==> src/design/imuint_pkg.sv <==
// Package for the strapdown Euler integrator: payload structs, fixed-point constants,
// register-file slot numbers and the microprogram that drives the shared multiplier.
// Depends on nothing; used by imuint_mul and imu_strapdown_euler_integrator.
package imuint_pkg;

  typedef struct packed {
    logic signed [31:0] gyro_x;
    logic signed [31:0] gyro_y;
    logic signed [31:0] gyro_z;
    logic signed [31:0] accel_x;
    logic signed [31:0] accel_y;
    logic signed [31:0] accel_z;
    logic [62:0]        timestamp_ns;
  } imu_in_t;

  typedef struct packed {
    logic signed [47:0] pos_x;
    logic signed [47:0] pos_y;
    logic signed [47:0] pos_z;
    logic signed [47:0] vel_x;
    logic signed [47:0] vel_y;
    logic signed [47:0] vel_z;
    logic signed [31:0] quat_w;
    logic signed [31:0] quat_x;
    logic signed [31:0] quat_y;
    logic signed [31:0] quat_z;
    logic [62:0]        stamp_out;
  } imu_out_t;

  localparam int unsigned GravW = 21;
  localparam int unsigned RfAw  = 5;

  localparam logic signed [63:0] ONE_Q30   = 64'sd1073741824;
  localparam logic signed [63:0] THREE_Q30 = 64'sd3221225472;
  localparam logic signed [63:0] LIM48_POS = 64'sd140737488355327;
  localparam logic signed [63:0] LIM48_NEG = -64'sd140737488355328;

  // dt in Q30 seconds is round(d * 2^30 / 10^9), which equals
  // floor((d * 2^21 + DT_BIAS) / DT_DIV) for d in nanoseconds.
  localparam logic [20:0] DT_DIV   = 21'd1953125;
  localparam logic [21:0] DT_DIV2  = 22'd3906250;
  localparam logic [19:0] DT_BIAS  = 20'd976562;
  localparam logic [32:0] DT_RECIP = 33'd4611686018;  // floor(2^53 / DT_DIV)

  // Rounding shift and magnitude limit of one multiplication.
  typedef enum logic [2:0] {SH_RAW, SH_FRAC, SH_29, SH_30, SH_31} sh_e;
  typedef enum logic [2:0] {LIM_NONE, LIM_31, LIM_33, LIM_40, LIM_50, LIM_60} lim_e;
  typedef enum logic [1:0] {WB_SET, WB_ADD, WB_SAT} wb_e;
  typedef enum logic [3:0] {
    OP_MUL, OP_CONST, OP_RND, OP_SEED, OP_GRAV, OP_NORM, OP_LOOP, OP_END
  } op_e;
  typedef enum logic {CST_ONE, CST_THREE} cst_e;

  typedef struct packed {
    sh_e  sh;
    lim_e lim;
  } mul_ctl_t;

  typedef struct packed {
    op_e             op;
    logic [RfAw-1:0] dst;
    logic [RfAw-1:0] src_a;
    logic [RfAw-1:0] src_b;
    sh_e             sh;
    lim_e            lim;
    wb_e             wb;
    logic            neg;
    cst_e            cst;
  } uop_t;

  // Register-file slots.
  localparam logic [RfAw-1:0] RF_QW = 5'd0,  RF_QX = 5'd1,  RF_QY = 5'd2,  RF_QZ = 5'd3;
  localparam logic [RfAw-1:0] RF_VX = 5'd4,  RF_VY = 5'd5,  RF_VZ = 5'd6;
  localparam logic [RfAw-1:0] RF_PX = 5'd7,  RF_PY = 5'd8,  RF_PZ = 5'd9;
  localparam logic [RfAw-1:0] RF_GX = 5'd10, RF_GY = 5'd11, RF_GZ = 5'd12;
  localparam logic [RfAw-1:0] RF_AX = 5'd13, RF_AY = 5'd14, RF_AZ = 5'd15;
  localparam logic [RfAw-1:0] RF_DT = 5'd16;
  localparam logic [RfAw-1:0] RF_C0 = 5'd17, RF_C1 = 5'd18, RF_C2 = 5'd19, RF_C3 = 5'd20;
  localparam logic [RfAw-1:0] RF_N2 = 5'd17;  // shares the slot of C0, free by then
  localparam logic [RfAw-1:0] RF_N  = 5'd21, RF_Y = 5'd22, RF_Y2 = 5'd23, RF_T = 5'd24;
  localparam logic [RfAw-1:0] RF_R0 = 5'd25, RF_R1 = 5'd26, RF_R2 = 5'd27;
  localparam logic [RfAw-1:0] RF_W0 = 5'd28, RF_W1 = 5'd29, RF_W2 = 5'd30;

  localparam int unsigned PcW = 7;
  localparam logic [PcW-1:0] PC_NEWTON = 7'd23;
  localparam logic [PcW-1:0] PC_ROT    = 7'd32;

  function automatic uop_t u_mul(logic [RfAw-1:0] d, logic [RfAw-1:0] a,
                                 logic [RfAw-1:0] b, sh_e sh, lim_e lim,
                                 wb_e wb, logic neg);
    uop_t u;
    u = '{op: OP_MUL, dst: d, src_a: a, src_b: b, sh: sh, lim: lim, wb: wb,
          neg: neg, cst: CST_ONE};
    return u;
  endfunction

  function automatic uop_t u_op(op_e op, logic [RfAw-1:0] d, logic [RfAw-1:0] a,
                                cst_e cst);
    uop_t u;
    u = '{op: op, dst: d, src_a: a, src_b: a, sh: SH_RAW, lim: LIM_NONE, wb: WB_SET,
          neg: 1'b0, cst: cst};
    return u;
  endfunction

  function automatic uop_t uop_at(logic [PcW-1:0] pc);
    uop_t u;
    case (pc)
      // Quaternion rate q * (0, w), Q30.
      7'd0:  u = u_mul(RF_C0, RF_QX, RF_GX, SH_FRAC, LIM_60, WB_SET, 1'b1);
      7'd1:  u = u_mul(RF_C0, RF_QY, RF_GY, SH_FRAC, LIM_60, WB_ADD, 1'b1);
      7'd2:  u = u_mul(RF_C0, RF_QZ, RF_GZ, SH_FRAC, LIM_60, WB_ADD, 1'b1);
      7'd3:  u = u_mul(RF_C1, RF_QW, RF_GX, SH_FRAC, LIM_60, WB_SET, 1'b0);
      7'd4:  u = u_mul(RF_C1, RF_QY, RF_GZ, SH_FRAC, LIM_60, WB_ADD, 1'b0);
      7'd5:  u = u_mul(RF_C1, RF_QZ, RF_GY, SH_FRAC, LIM_60, WB_ADD, 1'b1);
      7'd6:  u = u_mul(RF_C2, RF_QW, RF_GY, SH_FRAC, LIM_60, WB_SET, 1'b0);
      7'd7:  u = u_mul(RF_C2, RF_QX, RF_GZ, SH_FRAC, LIM_60, WB_ADD, 1'b1);
      7'd8:  u = u_mul(RF_C2, RF_QZ, RF_GX, SH_FRAC, LIM_60, WB_ADD, 1'b0);
      7'd9:  u = u_mul(RF_C3, RF_QW, RF_GZ, SH_FRAC, LIM_60, WB_SET, 1'b0);
      7'd10: u = u_mul(RF_C3, RF_QX, RF_GY, SH_FRAC, LIM_60, WB_ADD, 1'b0);
      7'd11: u = u_mul(RF_C3, RF_QY, RF_GX, SH_FRAC, LIM_60, WB_ADD, 1'b1);
      7'd12: u = u_mul(RF_QW, RF_C0, RF_DT, SH_31, LIM_40, WB_ADD, 1'b0);
      7'd13: u = u_mul(RF_QX, RF_C1, RF_DT, SH_31, LIM_40, WB_ADD, 1'b0);
      7'd14: u = u_mul(RF_QY, RF_C2, RF_DT, SH_31, LIM_40, WB_ADD, 1'b0);
      7'd15: u = u_mul(RF_QZ, RF_C3, RF_DT, SH_31, LIM_40, WB_ADD, 1'b0);
      7'd16: u = u_op(OP_NORM, RF_QW, RF_QW, CST_ONE);
      // Sum of squares of the scaled quaternion, Q60.
      7'd17: u = u_mul(RF_N2, RF_QW, RF_QW, SH_RAW, LIM_NONE, WB_SET, 1'b0);
      7'd18: u = u_mul(RF_N2, RF_QX, RF_QX, SH_RAW, LIM_NONE, WB_ADD, 1'b0);
      7'd19: u = u_mul(RF_N2, RF_QY, RF_QY, SH_RAW, LIM_NONE, WB_ADD, 1'b0);
      7'd20: u = u_mul(RF_N2, RF_QZ, RF_QZ, SH_RAW, LIM_NONE, WB_ADD, 1'b0);
      7'd21: u = u_op(OP_RND, RF_N, RF_N2, CST_ONE);
      7'd22: u = u_op(OP_SEED, RF_Y, RF_N2, CST_ONE);
      // Newton step y = y * (3 - n*y*y) / 2.
      7'd23: u = u_mul(RF_Y2, RF_Y, RF_Y, SH_30, LIM_40, WB_SET, 1'b0);
      7'd24: u = u_op(OP_CONST, RF_T, RF_T, CST_THREE);
      7'd25: u = u_mul(RF_T, RF_N, RF_Y2, SH_30, LIM_40, WB_ADD, 1'b1);
      7'd26: u = u_mul(RF_Y, RF_T, RF_Y, SH_31, LIM_33, WB_SET, 1'b0);
      7'd27: u = u_op(OP_LOOP, RF_Y, RF_Y, CST_ONE);
      7'd28: u = u_mul(RF_QW, RF_QW, RF_Y, SH_30, LIM_31, WB_SET, 1'b0);
      7'd29: u = u_mul(RF_QX, RF_QX, RF_Y, SH_30, LIM_31, WB_SET, 1'b0);
      7'd30: u = u_mul(RF_QY, RF_QY, RF_Y, SH_30, LIM_31, WB_SET, 1'b0);
      7'd31: u = u_mul(RF_QZ, RF_QZ, RF_Y, SH_30, LIM_31, WB_SET, 1'b0);
      // Rotation matrix, one row at a time, then the world force of that row.
      7'd32: u = u_op(OP_CONST, RF_R0, RF_R0, CST_ONE);
      7'd33: u = u_mul(RF_R0, RF_QY, RF_QY, SH_29, LIM_60, WB_ADD, 1'b1);
      7'd34: u = u_mul(RF_R0, RF_QZ, RF_QZ, SH_29, LIM_60, WB_ADD, 1'b1);
      7'd35: u = u_mul(RF_R1, RF_QX, RF_QY, SH_29, LIM_60, WB_SET, 1'b0);
      7'd36: u = u_mul(RF_R1, RF_QW, RF_QZ, SH_29, LIM_60, WB_ADD, 1'b1);
      7'd37: u = u_mul(RF_R2, RF_QX, RF_QZ, SH_29, LIM_60, WB_SET, 1'b0);
      7'd38: u = u_mul(RF_R2, RF_QW, RF_QY, SH_29, LIM_60, WB_ADD, 1'b0);
      7'd39: u = u_mul(RF_W0, RF_R0, RF_AX, SH_30, LIM_60, WB_SET, 1'b0);
      7'd40: u = u_mul(RF_W0, RF_R1, RF_AY, SH_30, LIM_60, WB_ADD, 1'b0);
      7'd41: u = u_mul(RF_W0, RF_R2, RF_AZ, SH_30, LIM_60, WB_ADD, 1'b0);
      7'd42: u = u_mul(RF_R0, RF_QX, RF_QY, SH_29, LIM_60, WB_SET, 1'b0);
      7'd43: u = u_mul(RF_R0, RF_QW, RF_QZ, SH_29, LIM_60, WB_ADD, 1'b0);
      7'd44: u = u_op(OP_CONST, RF_R1, RF_R1, CST_ONE);
      7'd45: u = u_mul(RF_R1, RF_QX, RF_QX, SH_29, LIM_60, WB_ADD, 1'b1);
      7'd46: u = u_mul(RF_R1, RF_QZ, RF_QZ, SH_29, LIM_60, WB_ADD, 1'b1);
      7'd47: u = u_mul(RF_R2, RF_QY, RF_QZ, SH_29, LIM_60, WB_SET, 1'b0);
      7'd48: u = u_mul(RF_R2, RF_QW, RF_QX, SH_29, LIM_60, WB_ADD, 1'b1);
      7'd49: u = u_mul(RF_W1, RF_R0, RF_AX, SH_30, LIM_60, WB_SET, 1'b0);
      7'd50: u = u_mul(RF_W1, RF_R1, RF_AY, SH_30, LIM_60, WB_ADD, 1'b0);
      7'd51: u = u_mul(RF_W1, RF_R2, RF_AZ, SH_30, LIM_60, WB_ADD, 1'b0);
      7'd52: u = u_mul(RF_R0, RF_QX, RF_QZ, SH_29, LIM_60, WB_SET, 1'b0);
      7'd53: u = u_mul(RF_R0, RF_QW, RF_QY, SH_29, LIM_60, WB_ADD, 1'b1);
      7'd54: u = u_mul(RF_R1, RF_QY, RF_QZ, SH_29, LIM_60, WB_SET, 1'b0);
      7'd55: u = u_mul(RF_R1, RF_QW, RF_QX, SH_29, LIM_60, WB_ADD, 1'b0);
      7'd56: u = u_op(OP_CONST, RF_R2, RF_R2, CST_ONE);
      7'd57: u = u_mul(RF_R2, RF_QX, RF_QX, SH_29, LIM_60, WB_ADD, 1'b1);
      7'd58: u = u_mul(RF_R2, RF_QY, RF_QY, SH_29, LIM_60, WB_ADD, 1'b1);
      7'd59: u = u_mul(RF_W2, RF_R0, RF_AX, SH_30, LIM_60, WB_SET, 1'b0);
      7'd60: u = u_mul(RF_W2, RF_R1, RF_AY, SH_30, LIM_60, WB_ADD, 1'b0);
      7'd61: u = u_mul(RF_W2, RF_R2, RF_AZ, SH_30, LIM_60, WB_ADD, 1'b0);
      7'd62: u = u_op(OP_GRAV, RF_W2, RF_W2, CST_ONE);
      // Velocity first, then position with the new velocity.
      7'd63: u = u_mul(RF_VX, RF_W0, RF_DT, SH_30, LIM_50, WB_SAT, 1'b0);
      7'd64: u = u_mul(RF_PX, RF_VX, RF_DT, SH_30, LIM_50, WB_SAT, 1'b0);
      7'd65: u = u_mul(RF_VY, RF_W1, RF_DT, SH_30, LIM_50, WB_SAT, 1'b0);
      7'd66: u = u_mul(RF_PY, RF_VY, RF_DT, SH_30, LIM_50, WB_SAT, 1'b0);
      7'd67: u = u_mul(RF_VZ, RF_W2, RF_DT, SH_30, LIM_50, WB_SAT, 1'b0);
      7'd68: u = u_mul(RF_PZ, RF_VZ, RF_DT, SH_30, LIM_50, WB_SAT, 1'b0);
      default: u = u_op(OP_END, RF_QW, RF_QW, CST_ONE);
    endcase
    return u;
  endfunction

endpackage

==> src/design/imuint_mul.sv <==
// Shared signed multiplier with round-to-nearest (ties away from zero), shift and
// magnitude limit. 48x48 magnitudes through one 24x24 partial product per cycle.
// Depends on imuint_pkg.
module imuint_mul #(
  parameter int unsigned FRAC_BITS = 16
) (
  input  logic                    clk_i,
  input  logic                    rst_ni,
  input  logic                    start_i,
  input  imuint_pkg::mul_ctl_t    ctl_i,
  input  logic signed [63:0]      a_i,
  input  logic signed [63:0]      b_i,
  output logic                    done_o,
  output logic signed [63:0]      res_o
);
  import imuint_pkg::*;

  logic [2:0]  step_q;
  logic [47:0] ma_q, mb_q;
  logic        neg_q;
  mul_ctl_t    ctl_q;
  logic [95:0] acc_q;
  logic        done_q;
  logic signed [63:0] res_q;

  logic [63:0] abs_a, abs_b;
  logic [23:0] pa, pb;
  logic [47:0] pp;
  logic [95:0] ppx;
  logic [96:0] half, sum, q;
  logic [63:0] lim, mag;

  assign abs_a = a_i[63] ? 64'(-a_i) : 64'(a_i);
  assign abs_b = b_i[63] ? 64'(-b_i) : 64'(b_i);

  always_comb begin
    pa  = ma_q[23:0];
    pb  = mb_q[23:0];
    unique case (step_q)
      3'd2:    pb = mb_q[47:24];
      3'd3:    pa = ma_q[47:24];
      3'd4: begin
        pa = ma_q[47:24];
        pb = mb_q[47:24];
      end
      default: ;
    endcase
    pp  = pa * pb;
    ppx = {48'b0, pp};
    unique case (step_q)
      3'd2, 3'd3: ppx = {24'b0, pp, 24'b0};
      3'd4:       ppx = {pp, 48'b0};
      default:    ;
    endcase
  end

  always_comb begin
    unique case (ctl_q.sh)
      SH_FRAC: half = 97'd1 << (FRAC_BITS - 1);
      SH_29:   half = 97'd1 << 28;
      SH_30:   half = 97'd1 << 29;
      SH_31:   half = 97'd1 << 30;
      default: half = '0;
    endcase
    sum = {1'b0, acc_q} + half;
    unique case (ctl_q.sh)
      SH_FRAC: q = sum >> FRAC_BITS;
      SH_29:   q = sum >> 29;
      SH_30:   q = sum >> 30;
      SH_31:   q = sum >> 31;
      default: q = sum;
    endcase
    unique case (ctl_q.lim)
      LIM_31:  lim = 64'h7FFF_FFFF;
      LIM_33:  lim = 64'd1 << 33;
      LIM_40:  lim = 64'd1 << 40;
      LIM_50:  lim = 64'd1 << 50;
      LIM_60:  lim = 64'd1 << 60;
      default: lim = '1;
    endcase
    mag = (q > {33'b0, lim}) ? lim : q[63:0];
  end

  always_ff @(posedge clk_i or negedge rst_ni) begin
    if (!rst_ni) begin
      step_q <= '0;
      done_q <= 1'b0;
    end else begin
      done_q <= 1'b0;
      if (start_i) begin
        step_q <= 3'd1;
      end else if (step_q == 3'd5) begin
        step_q <= '0;
        done_q <= 1'b1;
      end else if (step_q != 3'd0) begin
        step_q <= step_q + 3'd1;
      end
    end
  end

  always_ff @(posedge clk_i) begin
    if (start_i) begin
      ma_q  <= abs_a[47:0];
      mb_q  <= abs_b[47:0];
      neg_q <= a_i[63] ^ b_i[63];
      ctl_q <= ctl_i;
      acc_q <= '0;
    end else if (step_q >= 3'd1 && step_q <= 3'd4) begin
      acc_q <= acc_q + ppx;
    end else if (step_q == 3'd5) begin
      res_q <= neg_q ? -$signed(mag) : $signed(mag);
    end
  end

  assign done_o = done_q;
  assign res_o  = res_q;

`ifndef SYNTHESIS
  a_no_restart: assert property (@(posedge clk_i) disable iff (!rst_ni)
    start_i |-> step_q == 3'd0)
    else $error("multiplier started while busy");
  a_done_after_round: assert property (@(posedge clk_i) disable iff (!rst_ni)
    done_o |-> $past(step_q) == 3'd5)
    else $error("done without a rounding cycle");
  a_step_range: assert property (@(posedge clk_i) disable iff (!rst_ni)
    step_q <= 3'd5)
    else $error("multiplier step out of range");
`endif

endmodule
==> config.mk <==
export PLATFORM = sky130hd
export DESIGN_NAME = imuint_mul
export DESIGN_NICKNAME = d
export VERILOG_FILES = /design/src/design/imuint_pkg.sv /design/src/design/imuint_mul.sv
export SDC_FILE = /design/constraint.sdc
export NUM_CORES = 2
export LEC_CHECK = 0
export ABC_AREA = 1
export BUFFER_PORTS_ARGS = -buffer_cell sky130_fd_sc_hd__buf_4
export CORE_MARGIN = 2
export CORE_UTILIZATION = 45
export CTS_BUF_LIST = sky130_fd_sc_hd__clkbuf_8
export CTS_CLUSTER_DIAMETER = 150
export CTS_CLUSTER_SIZE = 24
export DETAILED_ROUTE_END_ITERATION = 16
export HOLD_SLACK_MARGIN = 0.12
export SYNTH_ARGS = -nofsm -noshare
export SYNTH_HDL_FRONTEND = slang
export SYNTH_SLANG_ARGS = --single-unit
==> constraint.sdc <==
create_clock -name clk_i -period 11.3 [get_ports clk_i]
set_clock_uncertainty 0.2 [all_clocks]
set_input_delay 0.565 -clock clk_i [delete_from_list [all_inputs] [get_ports clk_i]]
set_output_delay 0.565 -clock clk_i [all_outputs]
set_load 0.005 [all_outputs]
# Yosys cells after proc, flatten, opt, wreduce, memory -nomap -nowiden

Cells that the tools add are included.
Widths: inputs -> output; s select.

Output and inout port bits: 65
Input port bits: 137
Register bits: 267

$mul: 1
Order comparisons: 3
Eq/ne operators: 13
Muxes and demuxes: 15
$add $sub $neg: 6
Bitwise operators: 3
Reductions and logical operators: 7

Operators with widths:

| operator            | count |
|---|---|
| $pmux 97 s4         | 1 |
| $pmux 64 s5         | 1 |
| $pmux 96 s2         | 1 |
| $mux 64             | 2 |
| $pmux 31 s4         | 1 |
| $add 96x97->97      | 1 |
| $gt 97x64->1        | 1 |
| $add 96x96->96      | 1 |
| $mux 48             | 2 |
| $neg 48->48         | 2 |
| $neg 64->64         | 1 |
| $mul 24x24->48      | 1 |
| $mux 24             | 2 |
| $eq 3x2->1 const B  | 6 |
| $eq 3x3->1 const B  | 5 |
| $mux 3              | 3 |
| $eq 3x1->1 const B  | 2 |
| $reduce_bool 3->1   | 2 |
| $reduce_or 2->1     | 3 |
| $add 3x1->3 const B | 1 |
| $ge 3x1->1 const B  | 1 |
| $le 3x3->1 const B  | 1 |
| $reduce_and 3->1    | 1 |
| $mux 1              | 2 |
| 3 further kinds     | 4 |

# Logic depth before layout (Yosys ltp)

Word-level depth: 8
Gate-level depth with buffers: 62
Depth with buffers taken out: 59

# Worst setup path before layout

Ideal clock, no wire load.

Kind: register to register
Start point: register step_q[1]
End point: register acc_q[90]
Path buffers: 3
Setup time: 0.115 ns
Path slack: 0.956 ns
Required time: 10.985 ns
Arrival: 10.029 ns
Stages on the path, launching flop included: 56
Cell sequence: dfrtp_1 -> nor2_1 -> inv_1 -> nor2_1 -> inv_1 -> nand2_1 -> clkbuf_1 -> buf_1 -> nand2_1 -> o21ai_1 -> clkbuf_1 -> nand2_1 -> fa_1 -> inv_1 -> fa_1 -> inv_1 -> fa_1 -> inv_1 -> (+20 left out) -> xor2_1 -> o22ai_1 -> ha_1 -> a21oi_1 -> inv_1 -> a31oi_1 -> o21ai_0 -> a21oi_1 -> o21ai_0 -> a21oi_1 -> inv_1 -> a21oi_1 -> inv_1 -> a21oi_1 -> o31ai_1 -> xor2_1 -> o21ai_0 -> inv_1

Longest elaborated chain between the ends: 6
Elaborated cells between the ends (all ways): 14
Classes of those cells: add/sub (1); mul (1); order compare (2); eq/ne (3); mux (3); reduce/logical (4)

RTL lines:

| item                                     | RTL line                           | source |
|---|---|---|
| start, declared                          | imuint_mul.sv:18                   | `logic [2:0] step_q;` |
| start signal, assigned                   | imuint_mul.sv:96                   | `step_q <= step_q + 3'd1;` |
| $eq 3x3->1 or $eq 3x2->1 (tied branches) | imuint_mul.sv:39, imuint_mul.sv:50 |  |
| $reduce_or 2->1 (no line)                | --                                 |  |
| $mux 24                                  | imuint_mul.sv:39                   | `unique case (step_q)` |
| $mul 24x24->48                           | imuint_mul.sv:48                   | `pp = pa * pb;` |
| $pmux 96 s2                              | imuint_mul.sv:50                   | `unique case (step_q)` |
| $add 96x96->96                           | imuint_mul.sv:109                  | `acc_q <= acc_q + ppx;` |
| end signal, assigned                     | imuint_mul.sv:109                  |  |
| end, declared                            | imuint_mul.sv:22                   | `logic [95:0] acc_q;` |

Several ways; a longest one is shown, not always the timed one.
A chain may end at the register's enable or synchronous reset.

# Worst setup path after layout

Start point: register step_q[0]
End point: register acc_q[81]

The elaborated chain is that of the path after synthesis.

==> summary.md <==
| Metric | Value |
|---|---|
| Register area share after synthesis | around 15% |
| Gr ovfl total | 0 |
| R2r endpoint | acc_q[81] |
| YS warnings | 0 |
| Die ar. | 109000 µm² |
| Antenna violations before repair | 5 |
| Number of vias per cell | 5.31 |
| CTS Buffer Depth | 3 |
| Post-Synth XOR/XNOR Area | between 5 and 6% |
| Dpl ws | -0.0418 ns |
| Fmax | 91.9 MHz |
| Unique masters post-synth | 66 |
| Global placement routability congestion | 1.03 |
| Gr usage total | roughly 34% |
| Detail Route Antenna Nets | 0 |
| CTS buffer count | 16 |
| CTS clk-pin slew, worst paths | 0.17 ns |
| WHS | 0.150 ns |
| # fillers | 10400 |
| Crit path largest cell delay | 0.54 ns |
| Worst-Skew Late Latency | 0.74 ns |
| Fin. Hold Viols | 0 |
| Synth top area cells | fa_1 (20%), nand2_1 (11%), inv_1 (11%) |
| Largest net degree at the start of global routing | 75 |
| WP buf/inv | 18 |
| Setup CP Type | reg2reg |
| Post-synthesis register bit count | between 200 and 300 |
| Clock tree sinks | 267 |
| Worst-Margin Slew | 1.21 ns |
| Multi-input gate area | 35200 µm² |
| Avg Inst Size Synth | 6.84 µm² |
| First-pass GRT wire length | ~280000 µm |
| Die height | ~330 µm |
| Crit path required time | 11.76 ns |
| Largest family of logic cells by synthesized area | adder cells |
| Status | completed |
| Yosys top cell by area | fa_1 |
| Hold Path Origin | b_i[26] |
| RSZ-0062 raised after global routing | yes |
| Syn nets | 7953 |
| Area Overhead vs Synth | 24.0% |
| Compound-Gate Fraction of Synth Area | 12.0% |
| Share of cells above drive strength 1 | 17.7% |
| Simple logic cell fraction of the synthesized area | approximately 26% |
| H-tree Lvls | 1 |
| CTS root buf | clkbuf_8 |
| RR Startpoint | step_q[0] |
| Final worst slack | 0.417 ns |
| Setup TNS | 0 ns |
| CP Launch Type | register |
| DP Area | 57200 µm² |
| Worst rel slew slack | between 10% and 20% |
| Mapped Area | approximately 48000 µm² |
| DRT iter0 DRCs | 4782 |
| Yosys top cell area share | approximately 20% |
| Critical-path top delay cell | fa_1 |
| Post-synth EDFFs | roughly 170 |
| Mux cell area share after synthesis | 0% |
| Post-synth top cells | nand2_1 (1444), inv_1 (1390), nor2_1 (1000) |
| Crit-path max FO | 10 |
| Number of global-route vias before repair | 47800 |
| CP arrival | 11.34 ns |
| DRC Markers | 0 |
| Num rows | 119 |
| Synth Instances | 6991 |
| R2R depth | 53 |
| Detail Placement HPWL | 159000 µm |
| Top Ports | 202 |
| Asr flop ratio synth | approximately 1.5% |
| Fin crit share | 96.3% |
| Die Width | between 300 and 400 µm |
| DRT Pass-1 Iters | 6 |
| TritonCTS clock tree | built |
| Final Instance Area | 59300 µm² |
| Register area | 7040 µm² |
| Cell family with most CP delay | adder cells |
| Port Buffers | 171 |
| Crit path top cell by count | inv_1 |
| Top-count cell post-synth | nand2_1 |
| Total wire length | 187000 µm |
| Core Area | 105000 µm² |
| Vias | 49700 |
| CP endpoint kind | register |
| R2R Setup Slk | 0.42 ns |
| Hold Crit Endpoint | mb_q[26] |
| Maximum capacitance violations | 0 |
| Top FF cell, synth | edfxtp_1 |
| Slew Viols, Final | 0 |
| Hold Path Class | in2reg |
| Cells on Worst Hold Path | 3 |
| Synth Area in Adders | 29.2% |
| Fin nets | approximately 8900 |
| # setup viols final | 0 |
| Initial Util | 45.4% |
| Routed wire per std cell | around 20 µm |
| Minimum clock period | about 11 ns |
## per-stage QoR
stage               cells  utilization, %
finish               9369            56.3
global route         9369            56.3
CTS                  9355            55.5
detailed placement   9237            54.3
global placement     9237            54.3
floorplan            6991               -
## worst max-delay path by stage
stage / startpoint / endpoint / slack (ns) / depth (start not counted)
global route: step_q[1] / acc_q[95] / -0.09 / 61
CTS: step_q[0] / acc_q[67] / 0.06 / 59
detailed placement: step_q[0] / acc_q[81] / -0.04 / 62
finish: step_q[0] / acc_q[81] / 0.42 / 53
global placement: step_q[0] / acc_q[81] / -0.06 / 55
floorplan: step_q[1] / acc_q[90] / 0.96 / 55
## placed cells by master (no fill, tap or decap), types with 13 or more instances in the layout
master,instances
o221ai_1,13
a21oi_2,39
o21ai_0,228
dfxtp_1,96
clkbuf_8,17
xor2_1,189
nor2_4,15
nor2_2,87
nor3_1,67
nand3_1,209
fa_1,479
nand2_1,1432
dlygate4sd3_1,93
edfxtp_1,167
a21oi_1,342
a31oi_1,62
nand4_1,58
o21ai_2,15
buf_4,1030
o22ai_1,95
o211ai_1,18
buf_12,39
a221oi_1,29
nor4_1,21
o21ai_1,54
xnor2_1,100
inv_2,25
inv_1,1385
nand2_2,39
o21a_1,19
ha_1,335
clkinv_1,22
nor2_1,958
## kinds of logic after synthesis
| family | after synthesis |
|---|---|
| xor gates and xnor gates | 294 |
| adders and majority gates | 825 |
| AOI/OAI and AO/OA | 1006 |
| and+or+nand+nor | 2961 |
| DFF | 267 |
| buffers and inverters | 1638 |
## layer usage
metal | up-vias | track usage (%) | part of all wire [%]
li1 | 23800 | - | -
met1 | 23600 | 49.8 | 45
met2 | 2027 | 52.9 | 43
met3 | 259 | 4.59 | 8.8
met4 | 2 | 9.24 | 3.1
met5 | - | 0 | 0.0059
## flip-flops by register name (all words and copies together) (netlist names)
signal  count
ctl_q       6
done_o      1
mb_q       48
acc_q      96
ma_q       48
step_q      3
res_o      64
neg_q       1
## repair_timing
| action | in CTS | in global routing |
|---|---|---|
| pin swaps | 1 | 48 |
| buffers inserted | 0 | 11 |
| cloned | 0 | 2 |
| hold endpoints to repair | 95 | 0 |
| hold buffers | 93 | 0 |
| endpoints found under the setup margin | 6 | 50 |
| resized for setup | 9 | 186 |
## area by class of cell
cell class	instances	share of cell area (%)
clock inverters	8	0.114
inverters	1430	9.07
clock buffers	17	0.395
diodes	1	0.00422
multi-input cells	5086	59.5
repair buffers	1169	16.1
well taps	1391	2.94
flip-flops and latches	267	11.9
## tightest hold or removal path, cell delays in order
cell,delay [ns]
buf_4,0.09
inv_1,0.05
xor2_1,0.15
Power is left out: the tool's default activity adds up to more than one toggle a clock period on the data nets, which glitch-free logic cannot reach.
